[src/hw/rtl/i2da_pkg.sv]
// Package for the integer to decimal ASCII converter: word types, character
// constants and the microcode ROM of the step sequencer.
// No dependencies.
package i2da_pkg;

   localparam int WORD_WIDTH  = 32;
   localparam int DIGIT_COUNT = 10;
   localparam int CHAR_WIDTH  = 8;

   localparam logic [CHAR_WIDTH-1:0] CH_ZERO  = 8'd48;
   localparam logic [CHAR_WIDTH-1:0] CH_MINUS = 8'd45;

   // input word: number and signed-mode flag
   typedef struct packed {
      logic [WORD_WIDTH-1:0] value;
      logic                  is_signed;
   } req_word_type;

   // result word: one character
   typedef struct packed {
      logic [CHAR_WIDTH-1:0] char_code;
      logic                  last;
   } rsp_word_type;

   // microprogram addresses
   typedef logic [1:0] step_type;
   localparam step_type STEP_SIGN   = 2'd0;
   localparam step_type STEP_DABBLE = 2'd1;
   localparam step_type STEP_SKIP   = 2'd2;
   localparam step_type STEP_EMIT   = 2'd3;

   // branch conditions tested by a control word
   typedef enum logic [1:0] {
      JMP_NEVER       = 2'd0,
      JMP_BITS_LEFT   = 2'd1,
      JMP_LEAD_ZERO   = 2'd2,
      JMP_DIGITS_LEFT = 2'd3
   } jump_cond_type;

   // one control word
   typedef struct packed {
      logic          do_sign;
      logic          do_dabble;
      logic          do_skip;
      logic          do_emit;
      logic          fin;
      jump_cond_type jcond;
      step_type      target;
   } uword_type;

   // microcode ROM: sign, 32 shift-add-3 steps, drop leading zeros, emit
   function automatic uword_type ucode_rom(input step_type pc);
      uword_type w;
      w = '0;
      case (pc)
         STEP_SIGN: begin
            w.do_sign = 1'b1;
            w.jcond   = JMP_NEVER;
            w.target  = STEP_SIGN;
         end
         STEP_DABBLE: begin
            w.do_dabble = 1'b1;
            w.jcond     = JMP_BITS_LEFT;
            w.target    = STEP_DABBLE;
         end
         STEP_SKIP: begin
            w.do_skip = 1'b1;
            w.jcond   = JMP_LEAD_ZERO;
            w.target  = STEP_SKIP;
         end
         STEP_EMIT: begin
            w.do_emit = 1'b1;
            w.fin     = 1'b1;
            w.jcond   = JMP_DIGITS_LEFT;
            w.target  = STEP_EMIT;
         end
         default: begin
            w = '0;
         end
      endcase
      return w;
   endfunction

endpackage

[src/hw/rtl/integer_to_decimal_ascii.sv]
// Integer to decimal ASCII converter: busy after an accepted word while it runs
// 1 sign step, 32 shift-add-3 steps and 11 steps to drop zeros and emit.
// A new word is taken only while busy is low, so not before the last one is done.
// Characters leave from an output register, the digits one per cycle; the receiver
// cannot stall. Reset clears the sequencer and the result strobe.
// Uses i2da_pkg for word types, constants and the microcode ROM.
module integer_to_decimal_ascii (
   input  logic                  clock,
   input  logic                  reset,
   input  logic                  start,
   output logic                  busy,
   input  i2da_pkg::req_word_type req_word,
   output logic                  rsp_valid,
   output i2da_pkg::rsp_word_type rsp_word
);

   localparam int BCD_W     = 4 * i2da_pkg::DIGIT_COUNT;
   localparam int BIT_CNT_W = $clog2(i2da_pkg::WORD_WIDTH);
   localparam int IDX_W     = $clog2(i2da_pkg::DIGIT_COUNT);
   localparam logic [BIT_CNT_W-1:0] BITS_LAST = BIT_CNT_W'(i2da_pkg::WORD_WIDTH - 1);
   localparam logic [IDX_W-1:0]     IDX_LAST  = IDX_W'(i2da_pkg::DIGIT_COUNT - 1);

   logic                           busy_ff, busy_in;
   i2da_pkg::step_type             pc_ff, pc_in;
   logic                           neg_ff, neg_in;
   logic [i2da_pkg::WORD_WIDTH-1:0] mag_ff, mag_in;
   logic [BCD_W-1:0]               bcd_ff, bcd_in;
   logic [BIT_CNT_W-1:0]           bit_cnt_ff, bit_cnt_in;
   logic [IDX_W-1:0]               idx_ff, idx_in;
   logic                           rsp_valid_ff, rsp_valid_in;
   i2da_pkg::rsp_word_type         rsp_word_ff, rsp_word_in;

   i2da_pkg::uword_type            uw;
   logic [BCD_W-1:0]               bcd_adj;
   logic [3:0]                     top_digit;
   logic                           lead_zero;
   logic                           digits_left;
   logic                           jump;

   assign uw          = i2da_pkg::ucode_rom(pc_ff);
   assign top_digit   = bcd_ff[BCD_W-1 -: 4];
   assign digits_left = (idx_ff != IDX_LAST);
   assign lead_zero   = (top_digit == 4'd0) && digits_left;

   // add 3 to every BCD digit of 5 or more before the shift
   always_comb begin
      for (int d = 0; d < i2da_pkg::DIGIT_COUNT; d++) begin
         bcd_adj[4*d +: 4] = (bcd_ff[4*d +: 4] >= 4'd5) ? bcd_ff[4*d +: 4] + 4'd3
                                                         : bcd_ff[4*d +: 4];
      end
   end

   // branch condition of the current control word
   always_comb begin
      case (uw.jcond)
         i2da_pkg::JMP_NEVER:       jump = 1'b0;
         i2da_pkg::JMP_BITS_LEFT:   jump = (bit_cnt_ff != BITS_LAST);
         i2da_pkg::JMP_LEAD_ZERO:   jump = lead_zero;
         i2da_pkg::JMP_DIGITS_LEFT: jump = digits_left;
         default:                   jump = 1'b0;
      endcase
   end

   // sequencer and datapath next state
   always_comb begin
      busy_in      = busy_ff;
      pc_in        = pc_ff;
      neg_in       = neg_ff;
      mag_in       = mag_ff;
      bcd_in       = bcd_ff;
      bit_cnt_in   = bit_cnt_ff;
      idx_in       = idx_ff;
      rsp_valid_in = 1'b0;
      rsp_word_in  = rsp_word_ff;
      if (!busy_ff) begin
         if (start) begin
            busy_in    = 1'b1;
            pc_in      = i2da_pkg::STEP_SIGN;
            neg_in     = req_word.is_signed && req_word.value[i2da_pkg::WORD_WIDTH-1];
            mag_in     = neg_in ? (~req_word.value + 1'b1) : req_word.value;
            bcd_in     = '0;
            bit_cnt_in = '0;
            idx_in     = '0;
         end
      end else begin
         // advance the step counter
         if (jump) begin
            pc_in = uw.target;
         end else if (uw.fin) begin
            busy_in = 1'b0;
         end else begin
            pc_in = pc_ff + 2'd1;
         end
         // emit the minus sign
         if (uw.do_sign && neg_ff) begin
            rsp_valid_in          = 1'b1;
            rsp_word_in.char_code = i2da_pkg::CH_MINUS;
            rsp_word_in.last      = 1'b0;
         end
         // shift one binary bit into the BCD register
         if (uw.do_dabble) begin
            bcd_in     = {bcd_adj[BCD_W-2:0], mag_ff[i2da_pkg::WORD_WIDTH-1]};
            mag_in     = {mag_ff[i2da_pkg::WORD_WIDTH-2:0], 1'b0};
            bit_cnt_in = bit_cnt_ff + 1'b1;
         end
         // drop a leading zero digit
         if (uw.do_skip && lead_zero) begin
            bcd_in = {bcd_ff[BCD_W-5:0], 4'd0};
            idx_in = idx_ff + 1'b1;
         end
         // emit the top digit
         if (uw.do_emit) begin
            rsp_valid_in          = 1'b1;
            rsp_word_in.char_code = i2da_pkg::CH_ZERO + {4'd0, top_digit};
            rsp_word_in.last      = !digits_left;
            bcd_in                = {bcd_ff[BCD_W-5:0], 4'd0};
            idx_in                = idx_ff + 1'b1;
         end
      end
   end

   // control registers
   always_ff @(posedge clock) begin
      if (reset) begin
         busy_ff      <= 1'b0;
         pc_ff        <= i2da_pkg::STEP_SIGN;
         rsp_valid_ff <= 1'b0;
      end else begin
         busy_ff      <= busy_in;
         pc_ff        <= pc_in;
         rsp_valid_ff <= rsp_valid_in;
      end
   end

   // datapath registers
   always_ff @(posedge clock) begin
      neg_ff      <= neg_in;
      mag_ff      <= mag_in;
      bcd_ff      <= bcd_in;
      bit_cnt_ff  <= bit_cnt_in;
      idx_ff      <= idx_in;
      rsp_word_ff <= rsp_word_in;
   end

   assign busy      = busy_ff;
   assign rsp_valid = rsp_valid_ff;
   assign rsp_word  = rsp_word_ff;

`ifndef SYNTHESIS
   // a character only follows a busy cycle
   a_rsp_after_busy: assert property (@(posedge clock) disable iff (reset)
      rsp_valid_ff |-> $past(busy_ff))
      else $error("result without work in progress");

   // work ends only with a last character
   a_done_with_last: assert property (@(posedge clock) disable iff (reset)
      ($fell(busy_ff) && !$past(reset)) |-> (rsp_valid_ff && rsp_word_ff.last))
      else $error("work ended without a last character");

   // digit pointer stays within the BCD register while busy
   a_idx_range: assert property (@(posedge clock) disable iff (reset)
      busy_ff |-> (idx_ff <= IDX_LAST))
      else $error("digit index out of range");

   // only '-' or a decimal digit leaves the block
   a_char_legal: assert property (@(posedge clock) disable iff (reset)
      rsp_valid_ff |-> ((rsp_word_ff.char_code == i2da_pkg::CH_MINUS) ||
                        ((rsp_word_ff.char_code >= i2da_pkg::CH_ZERO) &&
                         (rsp_word_ff.char_code <= i2da_pkg::CH_ZERO + 8'd9))))
      else $error("character outside minus and digits");
`endif

endmodule

[config.mk]
export PLATFORM = sky130hd
export DESIGN_NAME = integer_to_decimal_ascii
export DESIGN_NICKNAME = d
export VERILOG_FILES = /design/src/hw/rtl/i2da_pkg.sv /design/src/hw/rtl/integer_to_decimal_ascii.sv
export SDC_FILE = /design/constraint.sdc
export NUM_CORES = 1
export LEC_CHECK = 0
export ABC_AREA = 1
export BUFFER_PORTS_ARGS = -buffer_cell sky130_fd_sc_hd__buf_2
export CORE_AREA = 5 5 115 117
export CTS_CLUSTER_DIAMETER = 60
export DETAILED_ROUTE_END_ITERATION = 10
export DIE_AREA = 0 0 120 122
export PLACE_DENSITY = 0.7
export SYNTH_ARGS = -nofsm -noshare
export SYNTH_HDL_FRONTEND = slang
export SYNTH_SLANG_ARGS = --single-unit
[constraint.sdc]
create_clock -name clock -period 3.57 [get_ports clock]
set_input_delay 0.5355 -clock clock [delete_from_list [all_inputs] [get_ports clock]]
set_output_delay 0.5355 -clock clock [all_outputs]
set_load 0.01 [all_outputs]
==> impl_metrics.json, run 1 <==
{
  "maxCapViolCount": 0,
  "vias_per_cell": 5.305,
  "max_fanout_on_critical_path": 40,
  "place_congestion": 0.9261,
  "clk_pin_slew_ps": 70,
  "combPwrFrac_pct": 20.0,
  "sequentialPowerShare_pct": 47.9,
  "timing.reg2reg.worst_path_depth": 6,
  "seq_area_frac_synth_pct": 45.97,
  "actual_transition_at_the_worst_max_transition_pin_ps": 621.8,
  "fmaxAchievable_mhz": 441.3,
  "synth-warning-count": 0,
  "setup_total_negative_slack_ps": 0,
  "grt_max_degree": 52,
  "cts_root_buffer": "sky130_fd_sc_hd__clkbuf_16",
  "postCtsSetupBuffers": 0,
  "worst_hold_slack_ps": 393.6,
  "grt_busiest_layer": "met2",
  "floorplan.initialDensity_pct": 48.31,
  "fraction_of_met1_tracks_used_by_global_routing_pct": 23.64,
  "antennaDiodeCount": 0,
  "cts.path.max_buffers": 2,
  "grt.overflow.total": 0,
  "filler_cell_count": 1118,
  "grt_antenna_before_repair": 0,
  "pwr-share-clk_pct": 32.2,
  "max-vdd-ir-drop_v": 0.0002871,
  "grt_use_met2_pct": 29.47,
  "port_buffers": 43,
  "worst_clock_skew_ps": 8.437,
  "cts.sink_count": 92,
  "fin_nets": 827,
  "crit_type": "reg2reg",
  "die_area_mm2": 0.01464,
  "std_cell_rows": 41,
  "intPower_mw": 2.047,
  "met3_usage_pct": 2.739,
  "hold_buffers": 0,
  "hold_depth": 2,
  "post-route-drc-count": 0,
  "die_h_um": 122,
  "dpl_cell_area_mm2": 0.006254,
  "post_route_cells_drive_above_1_share_pct": 11.39,
  "timing.hold.worst.class": "in2reg",
  "cts_htree_levels": 3,
  "layout_worst_path_cycle_share_pct": 63.47,
  "post_cts.resized_instances": 0,
  "swShare_pct": 30.93,
  "global_route_wire_length_before_repair_mm": 21.27,
  "cts_tree": "done",
  "ioPinCount": 47,
  "p_leak_nw": 2.880,
  "floorplan.die.width_um": 120,
  "clock_insertion_delay_worst_skew_ps": 350,
  "place.detailed.hpwl_mm": 9.237,
  "drv_slew": 0,
  "finalHoldViolations": 0,
  "placeableCoreArea_mm2": 0.01226,
  "power_density_over_the_cells_mw_per_mm2": 451.9,
  "firstDrtPassIters": 4,
  "finalCoreUtilization_pct": 53.49,
  "post_synth_num_cell_types": 32,
  "global_route.usage.total_pct": 17.93,
  "avgRoutedWirePerCell_um": 13.86,
  "slew_headroom_pct": 58.39,
  "post_synthesis_cell_area_mm2": 0.005923,
  "cts-buffers-inserted": 9,
  "final-seq-area_mm2": 0.002723,
  "drt_iter0_markers": 363,
  "setup_viol_count_final": 0,
  "antenna_violating_nets_post_route": 0,
  "post_synth.cell_area_avg_um2": 8.215,
  "vias": 4849,
  "worstPathArrival_ps": 2250,
  "postSynthCellCount": 721,
  "wirelength_mm": 12.67,
  "finalWorstPathRequiredPeriod_ps": 2266,
  "final_cell_area_mm2": 0.006558,
  "layout-area-overhead-vs-synth_pct": 10.71,
  "detailedPlace.worstSlack_ps": 1340,
  "first_global_vias": 4715,
  "final.setup.worst_slack_ps": 1304,
  "multi_input_area_mm2": 0.002719,
  "postSynthRegisterBits": 92,
  "p_sw_uw": 916.7,
  "endpoint_required_time_on_the_critical_path_ps": 3560,
  "status": "completed",
  "start_kind": "flop",
  "grt_setup_unrepaired": "no",
  "timing.critical_path.to_type": "flop"
}
cell type report:
class	instances	share of cell area, %
clock buffers	9	3.434
clock inverters	7	1.202
inverters	99	5.667
multi-input cells	509	41.46
flip-flops and latches	92	41.52
well taps	150	2.862
repair buffers	48	3.854
worst max-delay path: stages, from the launching register on:
cell	delay, ps
sky130_fd_sc_hd__dfxtp_1	420
sky130_fd_sc_hd__ha_1	390
sky130_fd_sc_hd__inv_1	180
sky130_fd_sc_hd__nand2_4	200
sky130_fd_sc_hd__nor2_4	100
sky130_fd_sc_hd__a21oi_4	120
sky130_fd_sc_hd__buf_4	470
sequential cells by signal, indices dropped and copies added (netlist names):
| signal | count |
|---|---|
| bit_cnt_ff | 5 |
| bcd_ff | 40 |
| busy | 1 |
| idx_ff | 4 |
| pc_ff | 2 |
| rsp_word | 6 |
| mag_ff | 32 |
| rsp_valid | 1 |
| neg_ff | 1 |
Yosys cell counts (all sizes together):
master	count	area share, %
nand2	154	10
inv	99	6.3
nor2	90	6.3
edfxtp	88	45
o21ai	70	5.9
a21oi	57	4.8
nand3	54	5.0
ha	32	6.8
buf	17	2.0
xor2	14	2.1
o211ai	8	1.0
nand4	7	0.74
a31oi	5	0.53
clkbuf	5	0.32
dfxtp	4	1.4
nand3b	4	0.51
conb	2	0.13
nor3	2	0.17
o21a	2	0.25
o22ai	2	0.21
or2	2	0.21
xnor2	2	0.30
a211oi	1	0.21
routing by layer:
metal	wire length, um	vias up
met3	611	16
met1	5880	2207
li1	-	2473
met5	0	-
met4	242	0
met2	5938	153
cell usage in the layout (no fill, tap or decap):
cell                          n
sky130_fd_sc_hd__a21oi_4      2
sky130_fd_sc_hd__xor2_1      14
sky130_fd_sc_hd__xnor2_1      2
sky130_fd_sc_hd__a21oi_1     55
sky130_fd_sc_hd__clkinv_8     2
sky130_fd_sc_hd__nand3_4      1
sky130_fd_sc_hd__inv_1       96
sky130_fd_sc_hd__nand2_4      4
sky130_fd_sc_hd__o211ai_1     8
sky130_fd_sc_hd__inv_2        3
sky130_fd_sc_hd__o21a_1       2
sky130_fd_sc_hd__buf_4        5
sky130_fd_sc_hd__nand2_1    150
sky130_fd_sc_hd__o21ai_0     70
sky130_fd_sc_hd__a211oi_2     1
sky130_fd_sc_hd__buf_2       43
sky130_fd_sc_hd__ha_1        32
sky130_fd_sc_hd__nand4_1      7
sky130_fd_sc_hd__inv_8        1
sky130_fd_sc_hd__conb_1       3
sky130_fd_sc_hd__nor3_1       2
sky130_fd_sc_hd__edfxtp_1    88
sky130_fd_sc_hd__inv_6        3
sky130_fd_sc_hd__dfxtp_1      4
sky130_fd_sc_hd__nor2_2       3
sky130_fd_sc_hd__or2_2        2
sky130_fd_sc_hd__clkinv_4     1
sky130_fd_sc_hd__nor2_1      83
sky130_fd_sc_hd__nand3_2      3
sky130_fd_sc_hd__nand3b_1     4
sky130_fd_sc_hd__nor2_4       4
sky130_fd_sc_hd__a31oi_1      5
sky130_fd_sc_hd__clkbuf_16    9
sky130_fd_sc_hd__o22ai_1      2
sky130_fd_sc_hd__nand3_1     50
power by group through the flow:
| stage | clock network, mW | logic, mW | registers (mW) |
|---|---|---|---|
| global route | 1.03 | 0.677 | 1.43 |
| global placement | 0 | 0.562 | 1.44 |
| detailed placement | 0 | 0.588 | 1.44 |
| finish | 0.953 | 0.591 | 1.42 |
| floorplan | 0 | 0.442 | 1.42 |
| CTS | 0.982 | 0.594 | 1.42 |
cell families after synthesis:
family          count (synthesis)  synth area share, %
simple gates                  313                23.26
compound gates                145                12.95
buf+inv                       121                8.576
flops                          92                45.97
fa+ha+maj                      32                6.760
xor+xnor                       16                2.366
other cells                     2               0.1268
stage by stage:
step | power [mW] | instances
floorplan | 1.867 | 722
global placement | 2.000 | 898
detailed placement | 2.031 | 898
CTS | 2.996 | 914
global route | 3.143 | 914
finish | 2.964 | 914
worst paths after layout:
path         slack (ps)     start         to
max reg2reg        1300  pc_ff[0]  bcd_ff[4]
min reg2reg         530  pc_ff[1]   pc_ff[1]
min                 390     reset   pc_ff[1]
max                1300  pc_ff[0]  bcd_ff[4]
(Power assumes the default switching activity.)
==> run 2, diff against run 1 <==
Settings changed: PLACE_DENSITY 0.7 to 0.68.
Clock period 3.57 ns to 2.3 ns, I/O delays scaled along.
==> impl_metrics.json, run 2 (synthesis results as in run 1) <==
{
  "worst_clock_skew_ps": 8.352,
  "ioPinCount": 47,
  "fin_nets": 833,
  "cts.sink_count": 92,
  "vias": 4869,
  "filler_cell_count": 1139,
  "crit_type": "reg2reg",
  "worst_hold_slack_ps": 217.4,
  "clk_pin_slew_ps": 70,
  "timing.critical_path.to_type": "flop",
  "finalCoreUtilization_pct": 53.93,
  "floorplan.die.width_um": 120,
  "clock_insertion_delay_worst_skew_ps": 350,
  "finalWorstPathRequiredPeriod_ps": 2103,
  "vias_per_cell": 5.292,
  "actual_transition_at_the_worst_max_transition_pin_ps": 887.9,
  "postCtsSetupBuffers": 0,
  "post-route-drc-count": 0,
  "place_congestion": 0.9104,
  "start_kind": "flop",
  "layout-area-overhead-vs-synth_pct": 11.64,
  "worstPathArrival_ps": 2300,
  "cts_root_buffer": "sky130_fd_sc_hd__clkbuf_16",
  "grt_max_degree": 45,
  "mostFrequentLayoutCells": "sky130_fd_sc_hd__nand2_1, sky130_fd_sc_hd__inv_1, sky130_fd_sc_hd__edfxtp_1, sky130_fd_sc_hd__nor2_1, sky130_fd_sc_hd__o21ai_0",
  "endpoint_required_time_on_the_critical_path_ps": 2490,
  "firstDrtPassIters": 6,
  "post_cts.resized_instances": 0,
  "floorplan.initialDensity_pct": 48.31,
  "final_cell_area_mm2": 0.006613,
  "layout_commonest_cell": "sky130_fd_sc_hd__nand2_1",
  "maxCapViolCount": 0,
  "grt_antenna_before_repair": 0,
  "post_route_cells_drive_above_1_share_pct": 12.60,
  "cts-buffers-inserted": 9,
  "fmaxAchievable_mhz": 475.4,
  "drt_iter0_markers": 295,
  "final.setup.worst_slack_ps": 196.6,
  "antennaDiodeCount": 0,
  "port_buffers": 43,
  "max_fanout_on_critical_path": 19,
  "grt_setup_unrepaired": "no",
  "largest_reg_flops": 40,
  "layout_worst_path_cycle_share_pct": 91.45,
  "cts_tree": "done",
  "status": "completed",
  "wirelength_mm": 12.80,
  "cts_htree_levels": 3,
  "hold_buffers": 0,
  "setup_viol_count_final": 0,
  "die_area_mm2": 0.01464,
  "setup_total_negative_slack_ps": 0,
  "global_route_wire_length_before_repair_mm": 21.58,
  "power_density_over_the_cells_mw_per_mm2": 685.5,
  "antenna_violating_nets_post_route": 0,
  "finalHoldViolations": 0,
  "max-vdd-ir-drop_v": 0.0003560,
  "cp-startpoint": "idx_ff[1]",
  "avgRoutedWirePerCell_um": 13.91,
  "dpl_cell_area_mm2": 0.006332,
  "global_route.usage.total_pct": 18.11,
  "final-seq-area_mm2": 0.002724,
  "min_from": "reset",
  "cts.path.max_buffers": 2,
  "drv_slew": 0,
  "grt.overflow.total": 0,
  "p_leak_nw": 2.904,
  "worst_r2r_start": "idx_ff[1]",
  "register_with_the_most_flip_flops": "bcd_ff",
  "std_cell_rows": 41,
  "first_global_vias": 4805,
  "detailedPlace.worstSlack_ps": 19.61,
  "die_h_um": 122,
  "slew_headroom_pct": 40.75,
  "timing.hold.worst.class": "in2reg",
  "multi_input_area_mm2": 0.002740,
  "placeableCoreArea_mm2": 0.01226,
  "place.detailed.hpwl_mm": 9.201
}
run 2: worst paths after layout:
path / slack [ps] / endpoint / cells after the start
worst min register to register: 520 / pc_ff[1] / 2
worst min-delay path: 220 / pc_ff[1] / 2
worst max register to register: 200 / bcd_ff[36] / 8
worst max-delay path: 200 / bcd_ff[36] / 8
run 2: through the flow:
step | cells | total power [mW]
3_5_place_dp | 903 | 3.176
2_1_floorplan | 722 | 2.904
3_3_place_gp | 903 | 3.134
6_report | 920 | 4.533
4_1_cts | 919 | 4.571
5_1_grt | 920 | 4.813
run 2: cell type report:
type                    instances  area share, %
multi-input cells             510          41.44
flip-flops and latches         92          41.19
inverters                      99          5.620
repair buffers                 53          4.768
clock buffers                  12          3.728
well taps                     150          2.838
clock inverters                 4         0.4163
run 2: worst max-delay path, cell delays in order (launching register included):
cell and delay [ps]:
sky130_fd_sc_hd__edfxtp_1 410, sky130_fd_sc_hd__inv_1 80, sky130_fd_sc_hd__ha_2 170, sky130_fd_sc_hd__nand3_2 80, sky130_fd_sc_hd__nand3_2 130, sky130_fd_sc_hd__nand2_4 90
sky130_fd_sc_hd__nor2_2 710, sky130_fd_sc_hd__nand3_1 160, sky130_fd_sc_hd__o21ai_0 120
run 2: layer usage:
metal,vias to the layer above,routed length [um],track usage (%),share of wire (%)
li1,2491,-,-,-
met1,2239,5937,23.24,46
met5,-,0,0,0
met2,121,6019,29.96,47
met4,0,277,8.876,2.2
met3,18,560,2.878,4.4
run 2: report_power, final:
part / internal [mW] / switching (mW) / leakage (nW)
clock network: 0.763 / 0.624 / 0.137
registers: 2.09 / 0.106 / 0.908
logic: 0.333 / 0.613 / 1.86
total: 3.19 / 1.34 / 2.90
